===== config.mk =====
export PLATFORM = sky130hd
export DESIGN_NAME = http_byte_range_parser_core
export DESIGN_NICKNAME = d
export VERILOG_FILES = /design/src/rtl/hbrp_pkg.sv /design/src/rtl/hbrp_parser.sv /design/src/rtl/hbrp_resolve.sv /design/src/rtl/http_byte_range_parser_core.sv
export VERILOG_INCLUDE_DIRS = /design/src /design/src/rtl
export SDC_FILE = /design/constraint.sdc
export NUM_CORES = 1
export LEC_CHECK = 0
export ABC_AREA = 1
export BUFFER_PORTS_ARGS = -buffer_cell sky130_fd_sc_hd__buf_2
export CORE_MARGIN = 5
export CORE_UTILIZATION = 49
export CTS_BUF_LIST = sky130_fd_sc_hd__clkbuf_4 sky130_fd_sc_hd__clkbuf_8
export DETAILED_ROUTE_END_ITERATION = 10
export PLACE_DENSITY = 0.66
export SLEW_MARGIN = 15
export SYNTH_ARGS = -nofsm -noshare
export SYNTH_HDL_FRONTEND = slang
export SYNTH_HIERARCHICAL = 1
export SYNTH_SLANG_ARGS = --single-unit

===== constraint.sdc =====
create_clock -name clk -period 17.5 [get_ports clk]
set_clock_uncertainty 0.2 [all_clocks]
set_input_delay 1.75 -clock clk [delete_from_list [all_inputs] [get_ports clk]]
set_output_delay 1.75 -clock clk [all_outputs]
set_load 0.01 [all_outputs]

===== src/rtl/http_byte_range_parser_core_macros.svh =====
// Assertion macros shared by the byte-range parser RTL.
// Included by the modules that carry concurrent checks; no other dependencies.
`ifndef HTTP_BYTE_RANGE_PARSER_CORE_MACROS_SVH
`define HTTP_BYTE_RANGE_PARSER_CORE_MACROS_SVH

// Same-cycle implication, disabled during reset
`define HBRP_ASSERT_IMP(lbl, clk, rst, ante, cons, msg) \
  lbl: assert property (@(posedge clk) disable iff (rst) (ante) |-> (cons)) \
    else $error(msg);

// Next-cycle implication, disabled during reset
`define HBRP_ASSERT_NXT(lbl, clk, rst, ante, cons, msg) \
  lbl: assert property (@(posedge clk) disable iff (rst) (ante) |=> (cons)) \
    else $error(msg);

`endif


===== src/rtl/hbrp_pkg.sv =====
// Shared types, constants and helpers for the HTTP byte-range parser.
// No dependencies; imported by every module of the block.
package hbrp_pkg;

  // Offset width and field widths
  localparam int OFFSET_BITS = 63;
  localparam int LEN_BITS    = 63;
  localparam int MIN_LEN     = 7;
  localparam int PREFIX_LEN  = 6;

  typedef logic [OFFSET_BITS-1:0] offset_t;
  typedef logic [LEN_BITS-1:0]    len_t;

  localparam offset_t      OFF_MAX    = '1;
  localparam offset_t      DIG_CUTOFF = OFF_MAX / 10;
  localparam logic [3:0]   DIG_CUTLIM = 4'(OFF_MAX % 10);
  localparam logic [2:0]   CNT_MIN    = 3'(MIN_LEN);
  localparam logic [2:0]   PFX_DONE   = 3'(PREFIX_LEN);

  // Character codes
  localparam logic [7:0] CH_NUL   = 8'h00;
  localparam logic [7:0] CH_SPACE = 8'h20;
  localparam logic [7:0] CH_DASH  = 8'h2D;
  localparam logic [7:0] CH_ZERO  = 8'h30;
  localparam logic [7:0] CH_NINE  = 8'h39;
  localparam logic [7:0] CH_UP_A  = 8'h41;
  localparam logic [7:0] CH_UP_Z  = 8'h5A;
  localparam logic [7:0] CH_CASE  = 8'h20;

  // Parse phases
  typedef enum logic [2:0] {
    PH_PREFIX,
    PH_LEAD_SP,
    PH_START_DIG,
    PH_SP_BEFORE_DASH,
    PH_AFTER_DASH,
    PH_SUFFIX_FIRST,
    PH_END_DIG,
    PH_TRAIL_SP
  } phase_t;

  // Parse outcome handed from the parser to the resolver
  typedef struct packed {
    logic    ok;        // syntax good, long enough, complete range form
    logic    open_end;  // "start-" with no end number
    logic    suffix;    // "-length" form
    offset_t first;
    offset_t second;
    offset_t len;       // content length, saturated to the offset maximum
  } fin_t;

  // Lower-case "bytes=" by position
  function automatic logic [7:0] prefix_char(input logic [2:0] idx);
    logic [7:0] ch;
    unique case (idx)
      3'd0:    ch = 8'h62;
      3'd1:    ch = 8'h79;
      3'd2:    ch = 8'h74;
      3'd3:    ch = 8'h65;
      3'd4:    ch = 8'h73;
      3'd5:    ch = 8'h3D;
      default: ch = CH_NUL;
    endcase
    return ch;
  endfunction

endpackage


===== src/rtl/hbrp_parser.sv =====
// Per-byte parse state machine with decimal accumulators and the outcome register.
// Depends on hbrp_pkg and http_byte_range_parser_core_macros.svh.
`include "http_byte_range_parser_core_macros.svh"

module hbrp_parser (
  input  logic           clk,
  input  logic           rst,
  input  logic           item_valid,
  input  logic [7:0]     item_char,
  input  logic           item_last,
  input  hbrp_pkg::len_t item_len,
  output logic           item_take,
  output logic           fin_valid,
  output hbrp_pkg::fin_t fin,
  input  logic           fin_take
);
  import hbrp_pkg::*;

  phase_t     phase, phase_next;
  logic [2:0] prefix_matched, prefix_matched_next;
  logic [2:0] chars_seen, chars_seen_next;
  offset_t    first_number, first_number_next;
  offset_t    second_number, second_number_next;
  logic       suffix_form, suffix_form_next;
  logic       malformed, malformed_next;
  logic       terminated, terminated_next;

  logic [7:0] lc;
  logic       is_dig;
  logic [3:0] dval;
  offset_t    acc, acc_new;
  logic       acc_ovf;
  logic       err;
  offset_t    len_sat;
  fin_t       fin_next;

  // Bytes are taken only when the outcome register is empty or draining
  assign item_take = item_valid && (!fin_valid || fin_take);

  // Byte classification and the shared multiply-by-ten accumulate
  always_comb begin
    lc      = ((item_char >= CH_UP_A) && (item_char <= CH_UP_Z)) ? (item_char | CH_CASE)
                                                                 : item_char;
    is_dig  = (item_char >= CH_ZERO) && (item_char <= CH_NINE);
    dval    = item_char[3:0];
    acc     = ((phase == PH_LEAD_SP) || (phase == PH_START_DIG)) ? first_number
                                                                 : second_number;
    acc_ovf = (acc > DIG_CUTOFF) || ((acc == DIG_CUTOFF) && (dval > DIG_CUTLIM));
    acc_new = (acc << 3) + (acc << 1) + OFFSET_BITS'(dval);
  end

  // Next parse state for one byte
  always_comb begin
    phase_next          = phase;
    prefix_matched_next = prefix_matched;
    chars_seen_next     = (chars_seen != CNT_MIN) ? chars_seen + 3'd1 : chars_seen;
    first_number_next   = first_number;
    second_number_next  = second_number;
    suffix_form_next    = suffix_form;
    terminated_next     = terminated;
    err                 = 1'b0;

    if (!malformed && !terminated) begin
      if (item_char == CH_NUL) begin
        terminated_next = 1'b1;
      end else begin
        unique case (phase)
          PH_PREFIX: begin
            if ((prefix_matched < PFX_DONE) && (lc == prefix_char(prefix_matched))) begin
              prefix_matched_next = prefix_matched + 3'd1;
              if (prefix_matched_next == PFX_DONE) phase_next = PH_LEAD_SP;
            end else begin
              err = 1'b1;
            end
          end
          PH_LEAD_SP: begin
            if (item_char == CH_SPACE) begin
              phase_next = PH_LEAD_SP;
            end else if (item_char == CH_DASH) begin
              suffix_form_next = 1'b1;
              phase_next       = PH_SUFFIX_FIRST;
            end else if (is_dig) begin
              if (acc_ovf) err = 1'b1;
              else first_number_next = acc_new;
              phase_next = PH_START_DIG;
            end else begin
              err = 1'b1;
            end
          end
          PH_START_DIG: begin
            if (is_dig) begin
              if (acc_ovf) err = 1'b1;
              else first_number_next = acc_new;
            end else if (item_char == CH_SPACE) begin
              phase_next = PH_SP_BEFORE_DASH;
            end else if (item_char == CH_DASH) begin
              phase_next = PH_AFTER_DASH;
            end else begin
              err = 1'b1;
            end
          end
          PH_SP_BEFORE_DASH: begin
            if (item_char == CH_DASH) phase_next = PH_AFTER_DASH;
            else if (item_char != CH_SPACE) err = 1'b1;
          end
          PH_AFTER_DASH: begin
            if (is_dig) begin
              if (acc_ovf) err = 1'b1;
              else second_number_next = acc_new;
              phase_next = PH_END_DIG;
            end else if (item_char != CH_SPACE) begin
              err = 1'b1;
            end
          end
          PH_SUFFIX_FIRST: begin
            if (is_dig) begin
              if (acc_ovf) err = 1'b1;
              else second_number_next = acc_new;
              phase_next = PH_END_DIG;
            end else begin
              err = 1'b1;
            end
          end
          PH_END_DIG: begin
            if (is_dig) begin
              if (acc_ovf) err = 1'b1;
              else second_number_next = acc_new;
            end else if (item_char == CH_SPACE) begin
              phase_next = PH_TRAIL_SP;
            end else begin
              err = 1'b1;
            end
          end
          PH_TRAIL_SP: begin
            if (item_char != CH_SPACE) err = 1'b1;
          end
          default: err = 1'b1;
        endcase
      end
    end

    malformed_next = malformed || err;
  end

  // Outcome of the value, taken when its last byte goes through
  always_comb begin
    len_sat           = (item_len > LEN_BITS'(OFF_MAX)) ? OFF_MAX : OFFSET_BITS'(item_len);
    fin_next.ok       = !malformed_next && (chars_seen_next == CNT_MIN) &&
                        ((phase_next == PH_AFTER_DASH) || (phase_next == PH_END_DIG) ||
                         (phase_next == PH_TRAIL_SP));
    fin_next.open_end = (phase_next == PH_AFTER_DASH);
    fin_next.suffix   = suffix_form_next;
    fin_next.first    = first_number_next;
    fin_next.second   = second_number_next;
    fin_next.len      = len_sat;
  end

  // Parse state; cleared after each value's last byte
  always_ff @(posedge clk) begin
    if (rst) begin
      phase          <= PH_PREFIX;
      prefix_matched <= '0;
      chars_seen     <= '0;
      first_number   <= '0;
      second_number  <= '0;
      suffix_form    <= 1'b0;
      malformed      <= 1'b0;
      terminated     <= 1'b0;
      fin_valid      <= 1'b0;
    end else begin
      if (item_take && item_last) fin_valid <= 1'b1;
      else if (fin_take) fin_valid <= 1'b0;
      if (item_take) begin
        if (item_last) begin
          phase          <= PH_PREFIX;
          prefix_matched <= '0;
          chars_seen     <= '0;
          first_number   <= '0;
          second_number  <= '0;
          suffix_form    <= 1'b0;
          malformed      <= 1'b0;
          terminated     <= 1'b0;
        end else begin
          phase          <= phase_next;
          prefix_matched <= prefix_matched_next;
          chars_seen     <= chars_seen_next;
          first_number   <= first_number_next;
          second_number  <= second_number_next;
          suffix_form    <= suffix_form_next;
          malformed      <= malformed_next;
          terminated     <= terminated_next;
        end
      end
    end
  end

  // Outcome payload
  always_ff @(posedge clk) begin
    if (item_take && item_last) fin <= fin_next;
  end

  // Checks
  `HBRP_ASSERT_NXT(a_fin_hold, clk, rst, fin_valid && !fin_take, fin_valid && $stable(fin), "outcome changed while waiting")
  `HBRP_ASSERT_NXT(a_clear_after_last, clk, rst, item_take && item_last, (phase == PH_PREFIX) && (chars_seen == 3'd0) && !malformed && !terminated, "parse state not cleared after last byte")
  `HBRP_ASSERT_NXT(a_malformed_sticky, clk, rst, malformed && !(item_take && item_last), malformed, "error flag dropped within a value")

endmodule


===== src/rtl/hbrp_resolve.sv =====
// Range resolution against the content length, and the result register.
// Depends on hbrp_pkg.
module hbrp_resolve (
  input  logic           clk,
  input  logic           rst,
  input  logic           fin_valid,
  input  hbrp_pkg::fin_t fin,
  output logic           fin_take,
  output logic           out_valid,
  input  logic           out_ready,
  output logic           status,
  output hbrp_pkg::len_t range_start,
  output hbrp_pkg::len_t range_end
);
  import hbrp_pkg::*;

  offset_t start_val, end_val;
  logic    nonempty, good;

  // Result register is free when empty or being taken
  assign fin_take = fin_valid && (!out_valid || out_ready);

  // Offsets per form; emptiness tested on the operands in parallel
  always_comb begin
    if (fin.open_end) begin
      start_val = fin.first;
      end_val   = fin.len;
      nonempty  = fin.first < fin.len;
    end else if (fin.suffix) begin
      start_val = (fin.second > fin.len) ? '0 : fin.len - fin.second;
      end_val   = fin.len;
      nonempty  = (fin.len != '0) && (fin.second != '0);
    end else begin
      start_val = fin.first;
      end_val   = (fin.second >= fin.len) ? fin.len : fin.second + OFFSET_BITS'(1);
      nonempty  = (fin.first < fin.len) && (fin.first <= fin.second);
    end
    good = fin.ok && nonempty;
  end

  // Result valid
  always_ff @(posedge clk) begin
    if (rst) begin
      out_valid <= 1'b0;
    end else if (fin_take) begin
      out_valid <= 1'b1;
    end else if (out_ready) begin
      out_valid <= 1'b0;
    end
  end

  // Result payload; rejected ranges give zero offsets
  always_ff @(posedge clk) begin
    if (fin_take) begin
      status      <= !good;
      range_start <= good ? LEN_BITS'(start_val) : '0;
      range_end   <= good ? LEN_BITS'(end_val) : '0;
    end
  end

endmodule


===== src/rtl/http_byte_range_parser_core.sv =====
// HTTP single byte-range parser: takes a Range header value one byte per transfer
// (is_last on the final byte) and gives one transfer per value holding status,
// start offset and exclusive end offset clipped to total_length. A new byte is
// accepted every cycle unless output back-pressure stalls the input; the
// multiply-by-ten accumulate in the parser is combinational. After a value's last
// byte is accepted into the input register, its result passes through the parse
// outcome register and then the result register.
// Output back-pressure stalls the input only once all three registers are full.
// Depends on hbrp_pkg, hbrp_parser and hbrp_resolve.
module http_byte_range_parser_core (
  input  logic           clk,
  input  logic           rst,
  input  logic           in_valid,
  output logic           in_ready,
  input  logic [7:0]     char_in,
  input  logic           is_last,
  input  hbrp_pkg::len_t total_length,
  output logic           out_valid,
  input  logic           out_ready,
  output logic           status,
  output hbrp_pkg::len_t range_start,
  output hbrp_pkg::len_t range_end
);
  import hbrp_pkg::*;

  logic       in_q_valid;
  logic [7:0] in_q_char;
  logic       in_q_last;
  len_t       in_q_len;
  logic       item_take;
  logic       fin_valid;
  logic       fin_take;
  fin_t       fin;

  assign in_ready = !in_q_valid || item_take;

  // Input register
  always_ff @(posedge clk) begin
    if (rst) begin
      in_q_valid <= 1'b0;
    end else if (in_ready) begin
      in_q_valid <= in_valid;
    end
  end

  always_ff @(posedge clk) begin
    if (in_valid && in_ready) begin
      in_q_char <= char_in;
      in_q_last <= is_last;
      in_q_len  <= total_length;
    end
  end

  hbrp_parser u_parser (
    .clk        (clk),
    .rst        (rst),
    .item_valid (in_q_valid),
    .item_char  (in_q_char),
    .item_last  (in_q_last),
    .item_len   (in_q_len),
    .item_take  (item_take),
    .fin_valid  (fin_valid),
    .fin        (fin),
    .fin_take   (fin_take)
  );

  hbrp_resolve u_resolve (
    .clk         (clk),
    .rst         (rst),
    .fin_valid   (fin_valid),
    .fin         (fin),
    .fin_take    (fin_take),
    .out_valid   (out_valid),
    .out_ready   (out_ready),
    .status      (status),
    .range_start (range_start),
    .range_end   (range_end)
  );

endmodule


; ---- Yosys cells after proc, flatten, opt, wreduce, memory -nomap -nowiden
; Index checks and enable logic that the tools add are counted.
[op_classes]
n_addsub = 6
magnitude_cmp = 12
n_eq_ne = 24
n_mux = 80
n_reduce_logical = 44
[ops]
columns = cell, count
row1 = 2-to-1 mux 63 bit, 20
row2 = case mux 63 bit (2 select lines), 1
row3 = nonzero test 63 bit, 2
row4 = "adder 63 x 1 -> 63 bit, second input constant", 1
row5 = adder 63 x 4 -> 63 bit, 1
row6 = adder 63 bit, 1
row7 = "== test 63 x 60 -> 1 bit, second input constant", 1
row8 = greater-or-equal comparator 63 bit, 1
row9 = "greater-than comparator 63 x 60 -> 1 bit, second input constant", 1
row10 = greater-than comparator 63 bit, 1
row11 = "greater-than comparator 63 bit, second input constant", 1
row12 = less-or-equal comparator 63 bit, 1
row13 = < comparator 63 bit, 1
row14 = 2-to-1 mux 3 bit, 21
row15 = subtractor 63 bit, 1
row16 = case mux 7 bit (6 select lines), 1
row17 = "== test 3 bit, second input constant", 11
row18 = 2-to-1 mux 1 bit, 31
row19 = 2-to-1 mux 8 bit, 3
row20 = case mux 3 bit (6 select lines), 1
row21 = "== test 8 x 6 -> 1 bit, second input constant", 2
row22 = logical AND 1 bit, 14
row23 = "== test 3 x 2 -> 1 bit, second input constant", 4
row24 = nonzero test 2 bit, 6
row25 = other kinds (22), 38
[word_totals]
regBits = 532
out_inout_bits = 129
word_cells = 189

; ---- Depth between registers and ports, before layout
[logic_depth]
word_depth = 17
ltp_mapped = 32
mapped_depth_nobuf = 29

; ---- Cells and area by module
; The synthesis kept the hierarchy.
[by_module_without_submodules]
columns = mod, instances, cells_each, area_each_um2
row1 = hbrp_parser, 1, 3008, 21440.6
row2 = hbrp_resolve, 1, 2765, 17436.7
row3 = http_byte_range_parser_core, 1, 78, 2209.6

; ---- Worst setup path before layout
; No wires, ideal clock.
[synth_path]
path_type = input to register
startpoint = input out_ready
endpoint = register u_parser.malformed
setup_ns = 0.133
arrival_ns = 17.654
required_time_ns = 17.167
setup_slack_ns = -0.488
stages = 9
path_cell_list = inv_1 -> a21oi_1 -> inv_1 -> nand2_1 -> nand2_1 -> nor2_1 -> inv_1 -> nand2_1 -> nor3_1
[synth_via]
elab_chain_cells = 4
[synth_lines]
columns = item, line_no
row1 = from (decl), http_byte_range_parser_core.sv:19  ; input logic out_ready,
row2 = logical OR 1 bit, hbrp_resolve.sv:21  ; assign fin_take = fin_valid && (!out_valid || out_ready);
row3 = logical AND 1 bit, hbrp_resolve.sv:21
row4 = via fin_take, http_byte_range_parser_core.sv:32  ; logic fin_take;
row5 = logical OR 1 bit, hbrp_parser.sv:38  ; assign item_take = item_valid && (!fin_valid || fin_take);
row6 = logical AND 1 bit, hbrp_parser.sv:38
row7 = to (signal assigned), hbrp_parser.sv:190  ; malformed <= malformed_next;
row8 = to (decl), hbrp_parser.sv:25  ; logic malformed, malformed_next;
; The timed path passes the listed nets, and every way through them passes these cells.
; A chain may end at the register's enable or synchronous reset.

; ---- Worst setup path in the final report
[layout_path]
startpoint = register u_parser.phase[1]
endpoint = register u_parser.first_number[15]
[layout_via]
elab_chain_cells = 14
elab_cells_between_ends = 18
classes_between = add/sub (2) / order compare (1) / eq/ne (3) / mux (9) / reduce/logical (3)
[layout_lines]
columns = item, line_no
row1 = from (decl), hbrp_parser.sv:19  ; phase_t phase, phase_next;
row2 = from (signal assigned), hbrp_parser.sv:184  ; phase <= phase_next;
row3 = branches (longest 10 deep; another with adder 63 bit), --
row4 = case mux 63 bit (2 select lines) *, hbrp_parser.sv:67  ; unique case (phase)
row5 = 2-to-1 mux 63 bit *, hbrp_parser.sv:64  ; if (item_char == CH_NUL) begin
row6 = 2-to-1 mux 63 bit *, hbrp_parser.sv:63  ; if (!malformed && !terminated) begin
row7 = 2-to-1 mux 63 bit *, hbrp_parser.sv:174  ; if (item_last) begin
row8 = to (signal assigned), hbrp_parser.sv:187  ; first_number <= first_number_next;
row9 = to (decl), hbrp_parser.sv:22  ; offset_t first_number, first_number_next;
; Mark *: on every way between the ends.

==> results.json <==
{
  "crit_required_ps": 17920,
  "ys_warn_count": 6,
  "die_y_um": 299.6,
  "fmax_mhz": 156.6,
  "synth_edf_count": 391,
  "worst_slack_ps": 11110,
  "cp-start-kind": "register",
  "rows": 106,
  "cts_tree": "yes",
  "ctsResizeCount": 0,
  "path_class": "register to register",
  "totalWireLength_mm": 158.8,
  "antenna_found_initial": 2,
  "syn_to_final_growth_pct": 8.834,
  "async_flop_share_pct": 0,
  "routedWlPerCell_um": 22.32,
  "die_w_um": 299.6,
  "grtUsageTotal_pct": 33.95,
  "pre_cts_ws_ps": 11320,
  "cp_cell_sequence": "inv_2 > nand3_2 > buf_4 > buf_4 > nand3_1 > nand2_1 > nand2_1 > nor2_1 > nand3_1 > nor2_1 > nand2_1 > nand2_1 > nand2_1 > nand2_1 > nand2_2 > nand2_2 > buf_4 > buf_4 > inv_1 > nand2_1 > nand3_1 > nand2_1 > nand3_1 > a21oi_1",
  "arrival_ps": 6810,
  "grt_pass1_vias": 37270,
  "grt_max_degree": 137,
  "worst-path-max-fanout": 56,
  "place_inst": 6946,
  "root_buffer": "clkbuf_8",
  "grt_overflow": 0,
  "nets": 6329,
  "synthesis.area_sq_mm": 0.04109,
  "clk_pin_slew_ps": 60,
  "finalHoldViolations": 0,
  "h-tree-depth": 3,
  "syn-num-nets": 6222,
  "numClockSinks": 532,
  "vias_per_cell": 5.633,
  "cap_violations": 0,
  "rsz0062_at_grt": "no",
  "netlist_instances": 5851,
  "cp_slowest_stage_delay_ps": 610,
  "powerDensity_mw_per_mm2": 68.45,
  "synth_top_cell_by_area": "edfxtp_1",
  "syn_area_per_cell_sq_um": 7.022,
  "drcViolationCount": 0,
  "ys_seq_area_share_pct": 35.45,
  "setup.worst_path.end_class": "register",
  "start_util_pct": 49.25,
  "hold_buffers": 0,
  "stdcell_count": 7115,
  "tightest_slew_ps": 1040,
  "portBuffers": 204,
  "synth_area_leaders": "edfxtp_1 29%, nand2_1 16%, ha_1 8.9%",
  "drtIter0Drc": 4592,
  "antenna_left": 0,
  "final_cell_mix": "1766 x nand2_1, 795 x inv_1, 516 x nor2_1, 399 x a21oi_1, 391 x edfxtp_1",
  "tns_ps": 0,
  "core-area_sq_mm": 0.08342,
  "grt_pass1_wl_mm": 230.9,
  "drive_gt1_share_pct": 10.49,
  "ys_types": 57,
  "ios": 205,
  "status": "completed",
  "design.die.area_sq_mm": 0.08974,
  "timing.critical_path.mode_cell": "nand2_1",
  "setup_violations": 0,
  "synth_top_area_share_pct": 28.58,
  "numCtsBuffers": 90,
  "synth_seq_cells": 532,
  "clk_path_buf_depth": 3,
  "post-cts-setup-buffer-count": 0,
  "timing.final.crit_share_pct": 36.49,
  "hpwlAfterDp_mm": 125.2,
  "routabilityCongestion": 1.073,
  "drtPass1Iterations": 8,
  "vdd_drop_max_uv": 67.14,
  "insertion_delay_ps": 720,
  "drv_slew": 0,
  "p_leak_uw": 0.02029,
  "hp-class": "register to register",
  "synth_ff_type": "edfxtp_1",
  "slew_headroom_pct": 30.70,
  "fin_crit_ps": 6386,
  "crit_slowest_cell": "buf_4",
  "via_count": 40077,
  "final_common_cell": "nand2_1"
}
[cells in the mapped netlist (3+ instances only)]
library cell,instances
nand2_1,1768
inv_1,797
nor2_1,518
a21oi_1,401
edfxtp_1,391
ha_1,293
nand3_1,277
o21ai_0,168
clkbuf_1,142
dfxtp_1,141
xor2_1,126
nand4_1,87
o21ai_1,84
nor3_1,80
nor2_2,68
nand2_2,55
buf_2,51
o21ai_2,46
a31oi_1,41
a21boi_0,38
o211ai_1,27
nand3b_1,23
xnor2_1,23
inv_2,22
o21bai_1,19
a21o_1,18
o22ai_1,18
nor4_1,16
or2_2,15
buf_6,13
buf_4,12
o21a_1,10
buf_1,7
clkinv_1,7
nand2_4,7
a22oi_1,4
and3_1,4
nor2_4,4
a211oi_1,3
a21oi_2,3
and2_1,3
[cells by family after synthesis]
group	Yosys count	synth area share (%)
AND/OR/NAND/NOR	2935	29.95
XOR/XNOR	149	3.176
AO/OA/AOI/OAI	888	12.28
adder cells (fa/ha/maj)	295	9.020
buffers and inverters	1051	10.10
multiplexers	1	0.02741
flip-flops	532	35.45
[state kept, by name (all words and copies together), names as in the netlist, 3 cells and up]
name / cells
in_q_char: 8
in_q_len: 63
u_parser/chars_seen: 3
u_parser/fin: 192
u_parser/first_number: 63
u_parser/phase: 3
u_parser/prefix_matched: 3
u_parser/second_number: 63
u_resolve/range_end: 63
u_resolve/range_start: 63
[worst paths after layout]
path	startpoint	endpoint	slack (ps)	cells after the start
setup / recovery	u_parser/phase[1]	u_parser/first_number[15]	11110	24
hold / removal	in_q_len[42]	u_parser/fin[42]	200	0
setup reg to reg	u_parser/phase[1]	u_parser/first_number[15]	11110	24
hold reg to reg	in_q_len[42]	u_parser/fin[42]	200	0
[layer usage]
metal / part of all wire (%) / GRT usage (%) / vias to the layer above
met3: 8.1 / 4.324 / 338
met4: 5.4 / 15.49 / 2
met2: 44 / 54.03 / 1885
li1: - / - / 19220
met1: 42 / 46.38 / 18632
met5: 0.0082 / 0 / -
[power breakdown]
part | switching, uW | internal (uW)
logic | 300 | 115
clock network | 538 | 672
registers | 35.4 | 1400
[area by class of cell]
cell class                      count  area, sq um
Sequential cell                   532        14560
Fill cell                        8236        38710
Timing Repair Buffer              240         1306
Multi-Input combinational cell   4268        22450
Inverter                          826         3102
Antenna cell                        1        2.502
Clock inverter                     41        385.4
Clock buffer                      127         1560
Tap cell                         1080         1351
[stage by stage]
stage	hold WS [ps]	instance area [sq um]	util (%)	power [uW]
finish	203.1	44720	53.60	3061
detailed placement	204.5	42770	51.27	1865
floorplan	235.7	41090	-	1726
global placement	202.2	42770	51.27	1862
CTS	195.4	44710	53.60	3068
global route	211.2	44720	53.60	3177
[critical path: cells and delay by family, from the launching register on]
kind                   cells  cell delay (ps)
buffers and inverters      6             2660
AND/OR/NAND/NOR           17             2650
AO/OA/AOI/OAI              1              160
flip-flops                 1              480
Note: power is estimated with default switching activity, not from simulation.
